`src/rtl/core/tgd_pkg.sv`:
```
// ----------------------------------------------------------------------------
// tgd_pkg
// shared types and constants of the tone generator with decay
// ----------------------------------------------------------------------------
package tgd_pkg;

   localparam int unsigned DivBits = 24;
   localparam int unsigned CntW    = $clog2(DivBits);

   localparam logic [2:0] RegWaveType      = 3'd0;
   localparam logic [2:0] RegPeriod        = 3'd1;
   localparam logic [2:0] RegInitialVolume = 3'd2;
   localparam logic [2:0] RegDiminish      = 3'd3;
   localparam logic [2:0] RegTickLength    = 3'd4;
   localparam logic [2:0] RegNoiseSeed     = 3'd5;

   localparam logic [1:0] WaveTriangle = 2'd0;
   localparam logic [1:0] WaveSaw      = 2'd1;
   localparam logic [1:0] WaveSquare   = 2'd2;
   localparam logic [1:0] WaveNoise    = 2'd3;

   localparam logic [1:0]  RstWaveType      = WaveTriangle;
   localparam logic [15:0] RstPeriod        = 16'd4096;
   localparam logic [7:0]  RstInitialVolume = 8'd64;
   localparam logic [6:0]  RstDiminish      = 7'd0;
   localparam logic [15:0] RstTickLength    = 16'd165;
   localparam logic [15:0] RstNoiseSeed     = 16'd1;

   localparam logic [15:0] LfsrMask = 16'hB400;
   localparam logic [7:0]  LevelMax = 8'd255;
   localparam logic signed [8:0] LevelMid = 9'sd128;

   typedef struct packed {
      logic [1:0]  wave_type;
      logic [15:0] period;
      logic [7:0]  initial_volume;
      logic [6:0]  diminish;
      logic [15:0] tick_length;
      logic [15:0] noise_seed;
   } cfg_type;

   typedef struct packed {
      logic start;
      logic restart;
      logic setup;
      logic div_step;
      logic level;
      logic mul;
      logic commit;
   } cmd_type;

   typedef struct packed {
      logic div_last;
   } sts_type;

endpackage

```
`src/rtl/core/tone_generator_with_decay.sv`:
```
// ----------------------------------------------------------------------------
// tone_generator_with_decay
// chiptune oscillator with four waveforms and stepwise volume decay
// ----------------------------------------------------------------------------
// Each request transaction yields one response sample. An item goes from
// acceptance through setup, the 24-step serial restoring divider that forms
// the triangle and saw levels, level select and multiply to commit, which
// waits while the output register holds an unaccepted sample. One item is
// in work at a time, and a new request is taken while the previous sample
// still waits in the output register. Settings written during an item can
// change it; volume and noise seed load only when an item carries restart.
module tone_generator_with_decay
   import tgd_pkg::*;
#(
   parameter int unsigned PHASE_STEP = 64
)
(
   input  logic        clock,
   input  logic        reset,
   input  logic        req_tvalid,
   output logic        req_tready,
   input  logic [7:0]  req_tdata,   // restart, zero fill
   output logic        rsp_tvalid,
   input  logic        rsp_tready,
   output logic [7:0]  rsp_tdata,   // sample (signed), zero fill
   input  logic        csr_we,
   input  logic [2:0]  csr_addr,
   input  logic [15:0] csr_wdata
);

   cfg_type           cfg_ff, cfg_in;
   cmd_type           cmd;
   sts_type           sts;
   logic signed [6:0] sample;

   always_comb begin
      cfg_in = cfg_ff;
      if (csr_we) begin
         unique case (csr_addr)
            RegWaveType:      cfg_in.wave_type      = csr_wdata[1:0];
            RegPeriod:        cfg_in.period         = csr_wdata;
            RegInitialVolume: cfg_in.initial_volume = csr_wdata[7:0];
            RegDiminish:      cfg_in.diminish       = csr_wdata[6:0];
            RegTickLength:    cfg_in.tick_length    = csr_wdata;
            RegNoiseSeed:     cfg_in.noise_seed     = csr_wdata;
            default:          cfg_in = cfg_ff;
         endcase
      end
   end

   always_ff @(posedge clock) begin
      if (reset) begin
         cfg_ff.wave_type      <= RstWaveType;
         cfg_ff.period         <= RstPeriod;
         cfg_ff.initial_volume <= RstInitialVolume;
         cfg_ff.diminish       <= RstDiminish;
         cfg_ff.tick_length    <= RstTickLength;
         cfg_ff.noise_seed     <= RstNoiseSeed;
      end else begin
         cfg_ff <= cfg_in;
      end
   end

   tgd_ctrl u_ctrl (
      .clock       (clock),
      .reset       (reset),
      .req_tvalid  (req_tvalid),
      .req_tready  (req_tready),
      .req_restart (req_tdata[0]),
      .rsp_tvalid  (rsp_tvalid),
      .rsp_tready  (rsp_tready),
      .cmd         (cmd),
      .sts         (sts)
   );

   tgd_datapath #(
      .PHASE_STEP (PHASE_STEP)
   ) u_datapath (
      .clock  (clock),
      .reset  (reset),
      .cfg    (cfg_ff),
      .cmd    (cmd),
      .sts    (sts),
      .sample (sample)
   );

   assign rsp_tdata = {1'b0, sample};

   // no pending sample is overwritten
   a_commit_free: assert property (@(posedge clock) disable iff (reset)
      cmd.commit |-> (!rsp_tvalid || rsp_tready))
      else $error("sample committed over a pending response");

   // a committed sample is offered next cycle
   a_commit_valid: assert property (@(posedge clock) disable iff (reset)
      cmd.commit |=> rsp_tvalid)
      else $error("committed sample not presented");

   // one item in work at a time
   a_single_item: assert property (@(posedge clock) disable iff (reset)
      (req_tvalid && req_tready) |=> !req_tready)
      else $error("second request accepted while busy");

   // divider runs only after setup or a previous step
   a_div_order: assert property (@(posedge clock) disable iff (reset)
      cmd.div_step |-> ($past(cmd.setup) || $past(cmd.div_step)))
      else $error("divider step without setup");

endmodule

```
`src/rtl/core/tgd_ctrl.sv`:
```
// ----------------------------------------------------------------------------
// tgd_ctrl
// sequencer for one sample: setup, serial divide, level, multiply, commit
// ----------------------------------------------------------------------------
module tgd_ctrl
   import tgd_pkg::*;
(
   input  logic    clock,
   input  logic    reset,
   input  logic    req_tvalid,
   output logic    req_tready,
   input  logic    req_restart,
   output logic    rsp_tvalid,
   input  logic    rsp_tready,
   output cmd_type cmd,
   input  sts_type sts
);

   localparam logic [2:0] S_IDLE  = 3'd0;
   localparam logic [2:0] S_SETUP = 3'd1;
   localparam logic [2:0] S_DIV   = 3'd2;
   localparam logic [2:0] S_LEVEL = 3'd3;
   localparam logic [2:0] S_MUL   = 3'd4;
   localparam logic [2:0] S_DONE  = 3'd5;

   logic [2:0] state_ff, state_in;
   logic       rsp_valid_ff, rsp_valid_in;
   logic       out_free;

   assign out_free   = !rsp_valid_ff || rsp_tready;
   assign req_tready = (state_ff == S_IDLE);
   assign rsp_tvalid = rsp_valid_ff;

   always_comb begin
      state_in     = state_ff;
      rsp_valid_in = rsp_valid_ff && !rsp_tready;
      cmd          = '0;
      unique case (state_ff)
         S_IDLE: begin
            if (req_tvalid) begin
               cmd.start   = 1'b1;
               cmd.restart = req_restart;
               state_in    = S_SETUP;
            end
         end
         S_SETUP: begin
            cmd.setup = 1'b1;
            state_in  = S_DIV;
         end
         S_DIV: begin
            cmd.div_step = 1'b1;
            if (sts.div_last) begin
               state_in = S_LEVEL;
            end
         end
         S_LEVEL: begin
            cmd.level = 1'b1;
            state_in  = S_MUL;
         end
         S_MUL: begin
            cmd.mul  = 1'b1;
            state_in = S_DONE;
         end
         S_DONE: begin
            if (out_free) begin
               cmd.commit   = 1'b1;
               rsp_valid_in = 1'b1;
               state_in     = S_IDLE;
            end
         end
         default: begin
            state_in = S_IDLE;
         end
      endcase
   end

   always_ff @(posedge clock) begin
      if (reset) begin
         state_ff     <= S_IDLE;
         rsp_valid_ff <= 1'b0;
      end else begin
         state_ff     <= state_in;
         rsp_valid_ff <= rsp_valid_in;
      end
   end

endmodule

```
`src/rtl/core/tgd_datapath.sv`:
```
// ----------------------------------------------------------------------------
// tgd_datapath
// oscillator state, serial divider, level select, volume multiply and scaling
// ----------------------------------------------------------------------------
module tgd_datapath
   import tgd_pkg::*;
#(
   parameter int unsigned PHASE_STEP = 64
)
(
   input  logic              clock,
   input  logic              reset,
   input  cfg_type           cfg,
   input  cmd_type           cmd,
   output sts_type           sts,
   output logic signed [6:0] sample
);

   logic [15:0]        phase_ff, phase_in;
   logic [15:0]        vol_ff, vol_in;
   logic [15:0]        tick_ff, tick_in;
   logic [15:0]        lfsr_ff, lfsr_in;
   logic [15:0]        divisor_ff, divisor_in;
   logic [15:0]        rem_ff, rem_in;
   logic [DivBits-1:0] quo_ff, quo_in;
   logic [CntW-1:0]    cnt_ff, cnt_in;
   logic signed [8:0]  lvc_ff, lvc_in;
   logic signed [15:0] prod_ff, prod_in;
   logic signed [6:0]  sample_ff, sample_in;

   logic [15:0]        per, half, num, tl;
   logic               below_half, fits;
   logic [DivBits-1:0] dividend;
   logic [16:0]        shifted, diff;
   logic               q_big;
   logic [7:0]         q_sat, q_inv, lv;
   logic signed [17:0] prod_full;
   logic signed [15:0] adj, scaled;
   logic [16:0]        drop, tick_inc, sum, sum1;
   logic [15:0]        vol_dec, phase_next, lfsr_next;

   assign per        = (cfg.period[15:1] == 15'd0) ? 16'd2 : cfg.period;
   assign half       = {1'b0, per[15:1]};
   assign below_half = (phase_ff < half);
   assign num        = (cfg.wave_type == WaveTriangle && !below_half) ? phase_ff - half
                                                                       : phase_ff;
   // 255 * num
   assign dividend   = {num, 8'd0} - {8'd0, num};

   assign shifted = {rem_ff, quo_ff[DivBits-1]};
   assign diff    = shifted - {1'b0, divisor_ff};
   assign fits    = (shifted >= {1'b0, divisor_ff});

   assign q_big = |quo_ff[DivBits-1:8];
   assign q_sat = q_big ? LevelMax : quo_ff[7:0];
   assign q_inv = q_big ? 8'd0 : LevelMax - quo_ff[7:0];

   always_comb begin
      case (cfg.wave_type)
         WaveTriangle: lv = below_half ? q_sat : q_inv;
         WaveSaw:      lv = q_inv;
         WaveSquare:   lv = below_half ? 8'd0 : LevelMax;
         default:      lv = lfsr_ff[7:0];
      endcase
   end

   assign prod_full = lvc_ff * $signed({1'b0, vol_ff[15:8]});

   // divide by 64 toward zero, then floor shift by 3
   assign adj    = prod_ff + (prod_ff[15] ? 16'sd63 : 16'sd0);
   assign scaled = (adj >>> 6) >>> 3;

   assign drop    = 17'(vol_ff[15:6] * cfg.diminish);
   assign vol_dec = (drop >= {1'b0, vol_ff}) ? 16'd0 : vol_ff - drop[15:0];

   assign tl       = (cfg.tick_length == 16'd0) ? 16'd1 : cfg.tick_length;
   assign tick_inc = {1'b0, tick_ff} + 17'd1;

   assign sum        = {1'b0, phase_ff} + 17'(PHASE_STEP);
   assign sum1       = (sum >= {1'b0, per}) ? sum - {1'b0, per} : sum;
   assign phase_next = (sum1 >= {1'b0, per}) ? 16'd0 : sum1[15:0];

   assign lfsr_next = lfsr_ff[0] ? ((lfsr_ff >> 1) ^ LfsrMask) : (lfsr_ff >> 1);

   always_comb begin
      phase_in   = phase_ff;
      vol_in     = vol_ff;
      tick_in    = tick_ff;
      lfsr_in    = lfsr_ff;
      divisor_in = divisor_ff;
      rem_in     = rem_ff;
      quo_in     = quo_ff;
      cnt_in     = cnt_ff;
      lvc_in     = lvc_ff;
      prod_in    = prod_ff;
      sample_in  = sample_ff;
      if (cmd.start && cmd.restart) begin
         phase_in = 16'd0;
         vol_in   = {cfg.initial_volume, 8'd0};
         tick_in  = 16'd0;
         lfsr_in  = (cfg.noise_seed == 16'd0) ? 16'd1 : cfg.noise_seed;
      end
      if (cmd.setup) begin
         divisor_in = (cfg.wave_type == WaveTriangle) ? half : per;
         rem_in     = 16'd0;
         quo_in     = dividend;
         cnt_in     = CntW'(DivBits - 1);
      end
      if (cmd.div_step) begin
         rem_in = fits ? diff[15:0] : shifted[15:0];
         quo_in = {quo_ff[DivBits-2:0], fits};
         cnt_in = cnt_ff - CntW'(1);
      end
      if (cmd.level) begin
         lvc_in = $signed({1'b0, lv}) - LevelMid;
      end
      if (cmd.mul) begin
         prod_in = prod_full[15:0];
      end
      if (cmd.commit) begin
         sample_in = scaled[6:0];
         if (tick_ff == 16'd0) begin
            vol_in = vol_dec;
         end
         tick_in  = (tick_inc >= {1'b0, tl}) ? 16'd0 : tick_inc[15:0];
         phase_in = phase_next;
         lfsr_in  = lfsr_next;
      end
   end

   always_ff @(posedge clock) begin
      if (reset) begin
         phase_ff <= 16'd0;
         vol_ff   <= {RstInitialVolume, 8'd0};
         tick_ff  <= 16'd0;
         lfsr_ff  <= RstNoiseSeed;
         cnt_ff   <= '0;
      end else begin
         phase_ff <= phase_in;
         vol_ff   <= vol_in;
         tick_ff  <= tick_in;
         lfsr_ff  <= lfsr_in;
         cnt_ff   <= cnt_in;
      end
   end

   always_ff @(posedge clock) begin
      divisor_ff <= divisor_in;
      rem_ff     <= rem_in;
      quo_ff     <= quo_in;
      lvc_ff     <= lvc_in;
      prod_ff    <= prod_in;
      sample_ff  <= sample_in;
   end

   assign sts.div_last = (cnt_ff == '0);
   assign sample       = sample_ff;

endmodule
```
`config.mk`:
```
export PLATFORM = sky130hd
export DESIGN_NAME = tone_generator_with_decay
export DESIGN_NICKNAME = d
export VERILOG_FILES = /design/src/rtl/core/tgd_pkg.sv /design/src/rtl/core/tone_generator_with_decay.sv /design/src/rtl/core/tgd_ctrl.sv /design/src/rtl/core/tgd_datapath.sv
export SDC_FILE = /design/constraint.sdc
export NUM_CORES = 1
export LEC_CHECK = 0
export BUFFER_PORTS_ARGS = -buffer_cell sky130_fd_sc_hd__buf_2
export CAP_MARGIN = 0
export CORE_ASPECT_RATIO = 0.75
export CORE_MARGIN = 2
export CORE_UTILIZATION = 55
export CTS_BUF_LIST = sky130_fd_sc_hd__clkbuf_2
export CTS_CLUSTER_SIZE = 10
export DETAILED_ROUTE_END_ITERATION = 10
export PLACE_DENSITY = 0.69
export SYNTH_ARGS = -nofsm -noshare
export SYNTH_HDL_FRONTEND = slang
export SYNTH_SLANG_ARGS = --single-unit
export TNS_END_PERCENT = 20
```
`constraint.sdc`:
```
create_clock -name clock -period 12.6 [get_ports clock]
set_input_delay 1.26 -clock clock [delete_from_list [all_inputs] [get_ports clock]]
set_output_delay 1.26 -clock clock [all_outputs]
set_load 0.005 [all_outputs]
```
== After elaboration in Yosys (flattened, before gate mapping) ==
Cells that the tools add are included.

* Logic and storage cells: 125
* Input bits: 32
* Flip-flop bits (word level): 226
* Output and inout bits: 10

* Bitwise operators: 1
* Muxes and demuxes: 45
* Add/subtract/negate cells: 11
* Reduce and logical (&&, ||, !) cells: 25
* Equality and inequality tests: 15
* Multipliers: 2
* Magnitude comparators: 6

{| class="wikitable"
|+ Operator list
! operator !! number
|-
| two-way mux 16 bit || 19
|-
| greater-or-equal comparator 17 x 16 -> 1 bit || 5
|-
| logical NOT 16 bit || 3
|-
| two-way mux 24 bit || 2
|-
| two-way mux 8 bit || 4
|-
| subtractor 16 bit || 2
|-
| case mux 8 bit (3 select lines) || 1
|-
| subtractor 24 x 16 -> 24 bit || 1
|-
| case mux 3 bit (6 select lines) || 1
|-
| adder 16 x 1 -> 17 bit, second input constant || 1
|-
| adder 16 x 7 -> 17 bit, second input constant || 1
|-
| multiplier 10 x 7 -> 17 bit || 1
|-
| two-way mux 17 bit || 1
|-
| subtractor 17 x 16 -> 17 bit || 1
|-
| adder 16 bit || 1
|-
| < comparator 16 x 15 -> 1 bit || 1
|-
| multiplier 9 x 9 -> 16 bit || 1
|-
| OR reduction 16 bit || 1
|-
| subtractor 16 x 15 -> 16 bit || 1
|-
| logical NOT 15 bit || 1
|-
| two-way mux 15 bit || 1
|-
| == test 3 x 2 -> 1 bit, second input constant || 4
|-
| == test 3 bit, second input constant || 4
|-
| AND reduction 2 bit || 6
|-
| other kinds (22) || 41
|}

== Longest topological paths before layout ==
* Depth after elaboration: 9
* Gate-level depth with buffers: 29
* Depth with buffers taken out: 26

== Hierarchy ==
A second synthesis with hierarchy kept.

* Cells, all modules: 2220
* Area total of the unflattened synthesis: 19774.0 um^2

{| class="wikitable"
|+ By module, submodules not included
! module !! seq. area each (um^2) !! area an instance (um^2) !! times used !! cells each
|-
| tgd_datapath || 3993.8 || 16884.9 || 1 || 1947
|-
| tone_generator_with_decay || 1301.2 || 2660.1 || 1 || 245
|-
| tgd_ctrl || 80.1 || 229.0 || 1 || 28
|}

== Least setup slack after synthesis ==
No wires, ideal clock.

* Kind: register to register
* Start: register u_datapath.vol_ff[8]
* End: register u_datapath.vol_ff[7]
* Required time: 12.469 ns
* Buffers on the path: 3
* Period minus slack after synthesis: 6.326 ns
* Stages on the path, launching flop included: 29
* Setup slack: 6.274 ns
* Arrival: 6.195 ns
* Library setup time: 0.131 ns
* Path through: dfxtp_1 > clkbuf_1 > nand2_1 > fa_1 > fa_1 > inv_1 > fa_1 > inv_1 > fa_1 > inv_1 > ha_1 > a21oi_1 > o21bai_1 > a211oi_1 > o21ai_0 > a31o_2 > a21oi_1 > xnor2_1 > ha_1 > nand3_1 > nor2_1 > nand2_1 > o311ai_0 > nor3b_1 > mux2i_1 > or2_2 > clkbuf_1 > clkbuf_1 > o21ai_0

* Cells in the longest elaborated chain, start to end: 5
* Elaborated cells on any way between the ends: 6
* Those cells by class: add/sub: 1; mul: 1; order compare: 1; mux: 3

{| class="wikitable"
|+ RTL lines
! what !! RTL line !! source
|-
| start: declaration || tgd_datapath.sv:20 || <nowiki>logic [15:0] vol_ff, vol_in;</nowiki>
|-
| start signal: assignment || tgd_datapath.sv:134 || <nowiki>vol_ff <= {RstInitialVolume, 8'd0};</nowiki>
|-
| start signal: assignment || tgd_datapath.sv:140 || <nowiki>vol_ff <= vol_in;</nowiki>
|-
| multiplier 10 x 7 -> 17 bit || tgd_datapath.sv:73 || <nowiki>assign drop = 17'(vol_ff[15:6] * cfg.diminish);</nowiki>
|-
| subtractor 16 bit or greater-or-equal comparator 17 x 16 -> 1 bit (tied branches) || tgd_datapath.sv:74 || <nowiki>assign vol_dec = (drop >= {1'b0, vol_ff}) ? 16'd0 : vol_ff - drop[15:0];</nowiki>
|-
| two-way mux 16 bit * || tgd_datapath.sv:74 ||
|-
| two-way mux 16 bit * || tgd_datapath.sv:122 || <nowiki>if (tick_ff == 16'd0) begin</nowiki>
|-
| two-way mux 16 bit * || tgd_datapath.sv:120 || <nowiki>if (cmd.commit) begin</nowiki>
|}

Mark *: on every way between the ends. The rest lies on a longest branch, timed or not.
A chain may end at the register's enable or synchronous reset.

== Final worst setup path ==
* Start: register u_datapath.vol_ff[8]
* End: register u_datapath.vol_ff[2]

Same word-level chain as after synthesis.

==> impl.org <==
** Run status
- The flow ran to the end, and the final reports show no timing, DRC or antenna violations.

** Synth
- Post-synthesis net count :: about 2600
- Most frequent cells after synthesis :: inv_1, nand2_1, ha_1
- The share of synthesized area in the top cell type comes to between 10 and 15%.
- Register area share after synthesis :: between 20 and 30%
- In the synthesized netlist the dominant register cell turns out to be dfxtp_1.
- Yosys mapped a number of flops with a built-in enable equal to between 80 and 90.
- During synthesis, Yosys emitted a total of 0 warnings.
- Area contributors post-synth :: dfxtp_1, edfxtp_1, ha_1
- Mapped Area :: around 0.019 sq mm
- Each instance of the synthesized netlist takes up on average 8.62 sq um.
- dfxtp_1 takes more of the synthesized area than any other cell.
- Number of library cell types mapped by synthesis :: 80
- Yosys reg bits :: approximately 230
- Yosys instantiated no cell more often than inv_1.
- Synthesis produced 2248 cells.
- After synthesis, the share of flip-flops with an asynchronous set or reset is 0%.

** Drt
- Dividing the detail-routed wire length by the instance count gives approximately 17 microns.
- Summed over all layers, the routed wires come to 46000 microns.
- Drt via density :: around 5.7
- Iteration-0 DRC Markers :: roughly 1200
- ANT nets after route :: 0
- The first TritonRoute pass finished after 6 iterations.
- The routed layout has 15800 vias.
- DRC errors left :: 0

** STA
- Highest clock frequency the design can meet :: 0.144 GHz
- The number of max-slew violations in the final report was 0.
- Total of endpoints with negative setup slack in the final report :: 0
- Counting I/O delays and the setup requirement, the final critical path takes a little under 7000 ps.
- Setup repair after global routing left no endpoint under its margin.
- Final Hold Viols :: 0
- Measured against its own limit, the worst slew margin works out to between 20 and 25%.
- Worst-margin pin slew :: ~1200 ps
- Final critical-path share of the clock period :: 54.9%
- Setup TNS :: 0 ps
- Clock skew on the completed layout was measured at 76.9 ps.

** Pwr
- Power density of the placed cells :: around 84 mW/mm^2
- VDD sags by at most roughly 0.00009 V.
- Leakage power of the design :: approximately 9.2 nW

** Floorplan
- Floorplan row count :: 59
- The die is between 150 and 200 microns tall.
- The initial utilization of the core area, before any placement, comes to a little under three fifths.
- DIE AREA :: 0.0368 sq mm
- In this run the horizontal extent of the chip is roughly 220 microns.
- 42 I/O pins were placed.
- The floorplan step defined a core boundary enclosing ~0.035 sq mm.

** Placement
- Port buffering added 33 buffers.
- Placer congestion estimate :: about 0.9
- Half-perimeter wire length after detailed placement :: around 35000 microns

** Layout
- The net count of the finished layout is between 2000 and 3000.
- The filler cells instantiated in the layout total ~3200.
- Multi-input logic area :: between 0.01 and 0.015 sq mm
- Once layout is complete, the utilization of the core stands at between 50% and 60%.
- Area overhead of the layout relative to synthesis :: 5.57%
- Share of layout cells above drive strength 1 :: a little over 7%
- Registers take 0.00538 sq mm.

** Critical path
- For the worst setup path, the data arrival time is roughly 7700 ps.
- The worst setup path is launched from a flop.
- STA puts the critical path data required time at about 13000 ps.
- Capturing element type of the critical path :: flop
- Along the worst path, the maximum fanout reaches 18.
- Worst setup path class :: reg2reg

** Clocking
- The tree is rooted in a clkbuf_2.
- Total setup buffers inserted after CTS :: 0
- Clk slew on worst S/H paths :: between 100 and 150 ps
- Clock H-tree levels :: 2
- In this run, post-CTS hold repair placed 0 buffers.
- Buffer levels on the longest clock path :: 3
- For the worst-skew pair, the clock arrives at the later sink with an insertion delay of a little over 900 ps.
- Clock tree synthesis inserted a total of 57 buffers.
- Post-CTS repair changed the size of 0 cells.
- TritonCTS built the clock tree.
- Sinks on Clock Net :: around 230

** Global route
- Global routing usage summed across all routing layers :: 25.7%
- Global routing finished with a remaining overflow of 0.
- The initial antenna violation count was 1.
- Number of global-route vias before repair :: between 15000 and 20000
- Pin count of the biggest net entering global routing :: 80
- The first global-routing pass estimated between 70000 and 80000 microns of wire.

** Worst hold path
- The min-delay analysis places its worst path in the category reg2reg.

** Job
- Max-cap violations in this run came to 0.
[power breakdown]
part           internal (mW)  switching (mW)  total [mW]
Sequential             0.803          0.0270       0.831
Combinational          0.136           0.206       0.343
Clock                  0.233           0.304       0.537
[area by class of cell]
class | count | area share, %
Sequential cell | 225 | 26.3
Timing Repair Buffer | 44 | 1.22
Clock inverter | 19 | 0.752
Clock buffer | 80 | 1.96
Inverter | 256 | 4.70
Antenna cell | 2 | 0.0245
Multi-Input combinational cell | 1686 | 62.3
Tap cell | 457 | 2.80
[critical path, stage by stage, from the launching register on]
cell and delay, ps:
dfxtp_1 760, nand2_1 160, fa_1 500, fa_1 540, inv_1 60, fa_1 550
inv_1 60, fa_1 540, inv_1 50, ha_1 340, a21oi_1 240, o21bai_1 120
a211oi_1 310, o21ai_0 170, a31o_2 250, a21oi_1 190, xnor2_1 120, ha_1 350
nand3_1 140, nor2_1 130, nand2_1 50, o311ai_0 390, nor3b_1 100, mux2i_1 160
or2_2 340, o21ai_0 130
[per-stage QoR]
step / hold slack [ps] / power, mW / std cells / setup WS, ps / area (sq um)
3_3_place_gp: 444 / 1.17 / 2668 / 5940 / 19900
6_report: 468 / 1.71 / 2769 / 5680 / 20500
3_5_place_dp: 449 / 1.18 / 2668 / 5800 / 19900
5_1_grt: 487 / 1.81 / 2769 / 5120 / 20500
4_1_cts: 464 / 1.73 / 2767 / 5750 / 20500
2_1_floorplan: 432 / 1.10 / 2248 / 6270 / 19400
[path summary, 6_finish.rpt]
kind,startpoint,slack (ps),depth (start not counted),to
worst max-delay path,u_datapath.vol_ff[8]$_SDFF_PP0_,5680,25,u_datapath.vol_ff[2]$_SDFF_PP0_
worst min-delay path,u_datapath.lfsr_ff[8]$_SDFFE_PP0P_,470,2,u_datapath.lfsr_ff[8]$_SDFFE_PP0P_
worst max register to register,u_datapath.vol_ff[8]$_SDFF_PP0_,5680,25,u_datapath.vol_ff[2]$_SDFF_PP0_
worst min register to register,u_datapath.lfsr_ff[8]$_SDFFE_PP0P_,470,2,u_datapath.lfsr_ff[8]$_SDFFE_PP0P_
[cells in the final DEF, fill, tap and decap left out, types with 70 or more instances in the layout]
cell,synthesis,layout
xnor2_1,70,70
fa_1,95,95
and2_1,99,99
clkbuf_2,0,80
dfxtp_1,138,138
edfxtp_1,87,87
a21oi_1,130,130
o21ai_0,90,90
nand2_1,235,235
inv_1,255,255
nor2_1,181,180
ha_1,195,195
[sequential cells by signal, indices dropped and copies added, names as in the netlist]
signal and flops:
u_datapath.lvc_ff 8, u_ctrl.state_ff 3, u_datapath.divisor_ff 16, u_datapath.cnt_ff 5, cfg_ff 65, u_datapath.phase_ff 16
u_datapath.rem_ff 16, u_datapath.quo_ff 24, u_datapath.lfsr_ff 16, u_datapath.prod_ff 16, u_datapath.tick_ff 16, u_datapath.sample 7
u_datapath.vol_ff 16, u_ctrl.rsp_tvalid 1
[cell families (layout without fill, tap and decap cells)]
family	Yosys count	count (layout)	share of synthesized area [%]
buffers and inverters	337	399	6.59
DFF	225	225	27.7
adders and majority gates	290	290	22.4
and+or+nand+nor	754	754	18.8
other	1	3	0.0194
xor gates and xnor gates	128	128	5.79
AOI/OAI and AO/OA	454	454	15.5
muxes	59	59	3.11
[routing by layer]
layer	track usage, %	wire length, microns	vias up
met1	38.8	23100	7567
met2	37.8	19200	407
met5	0	0	-
li1	-	-	7801
met4	5.10	578	0
met3	5.17	3210	49
Power figures use the tool's default switching activity.
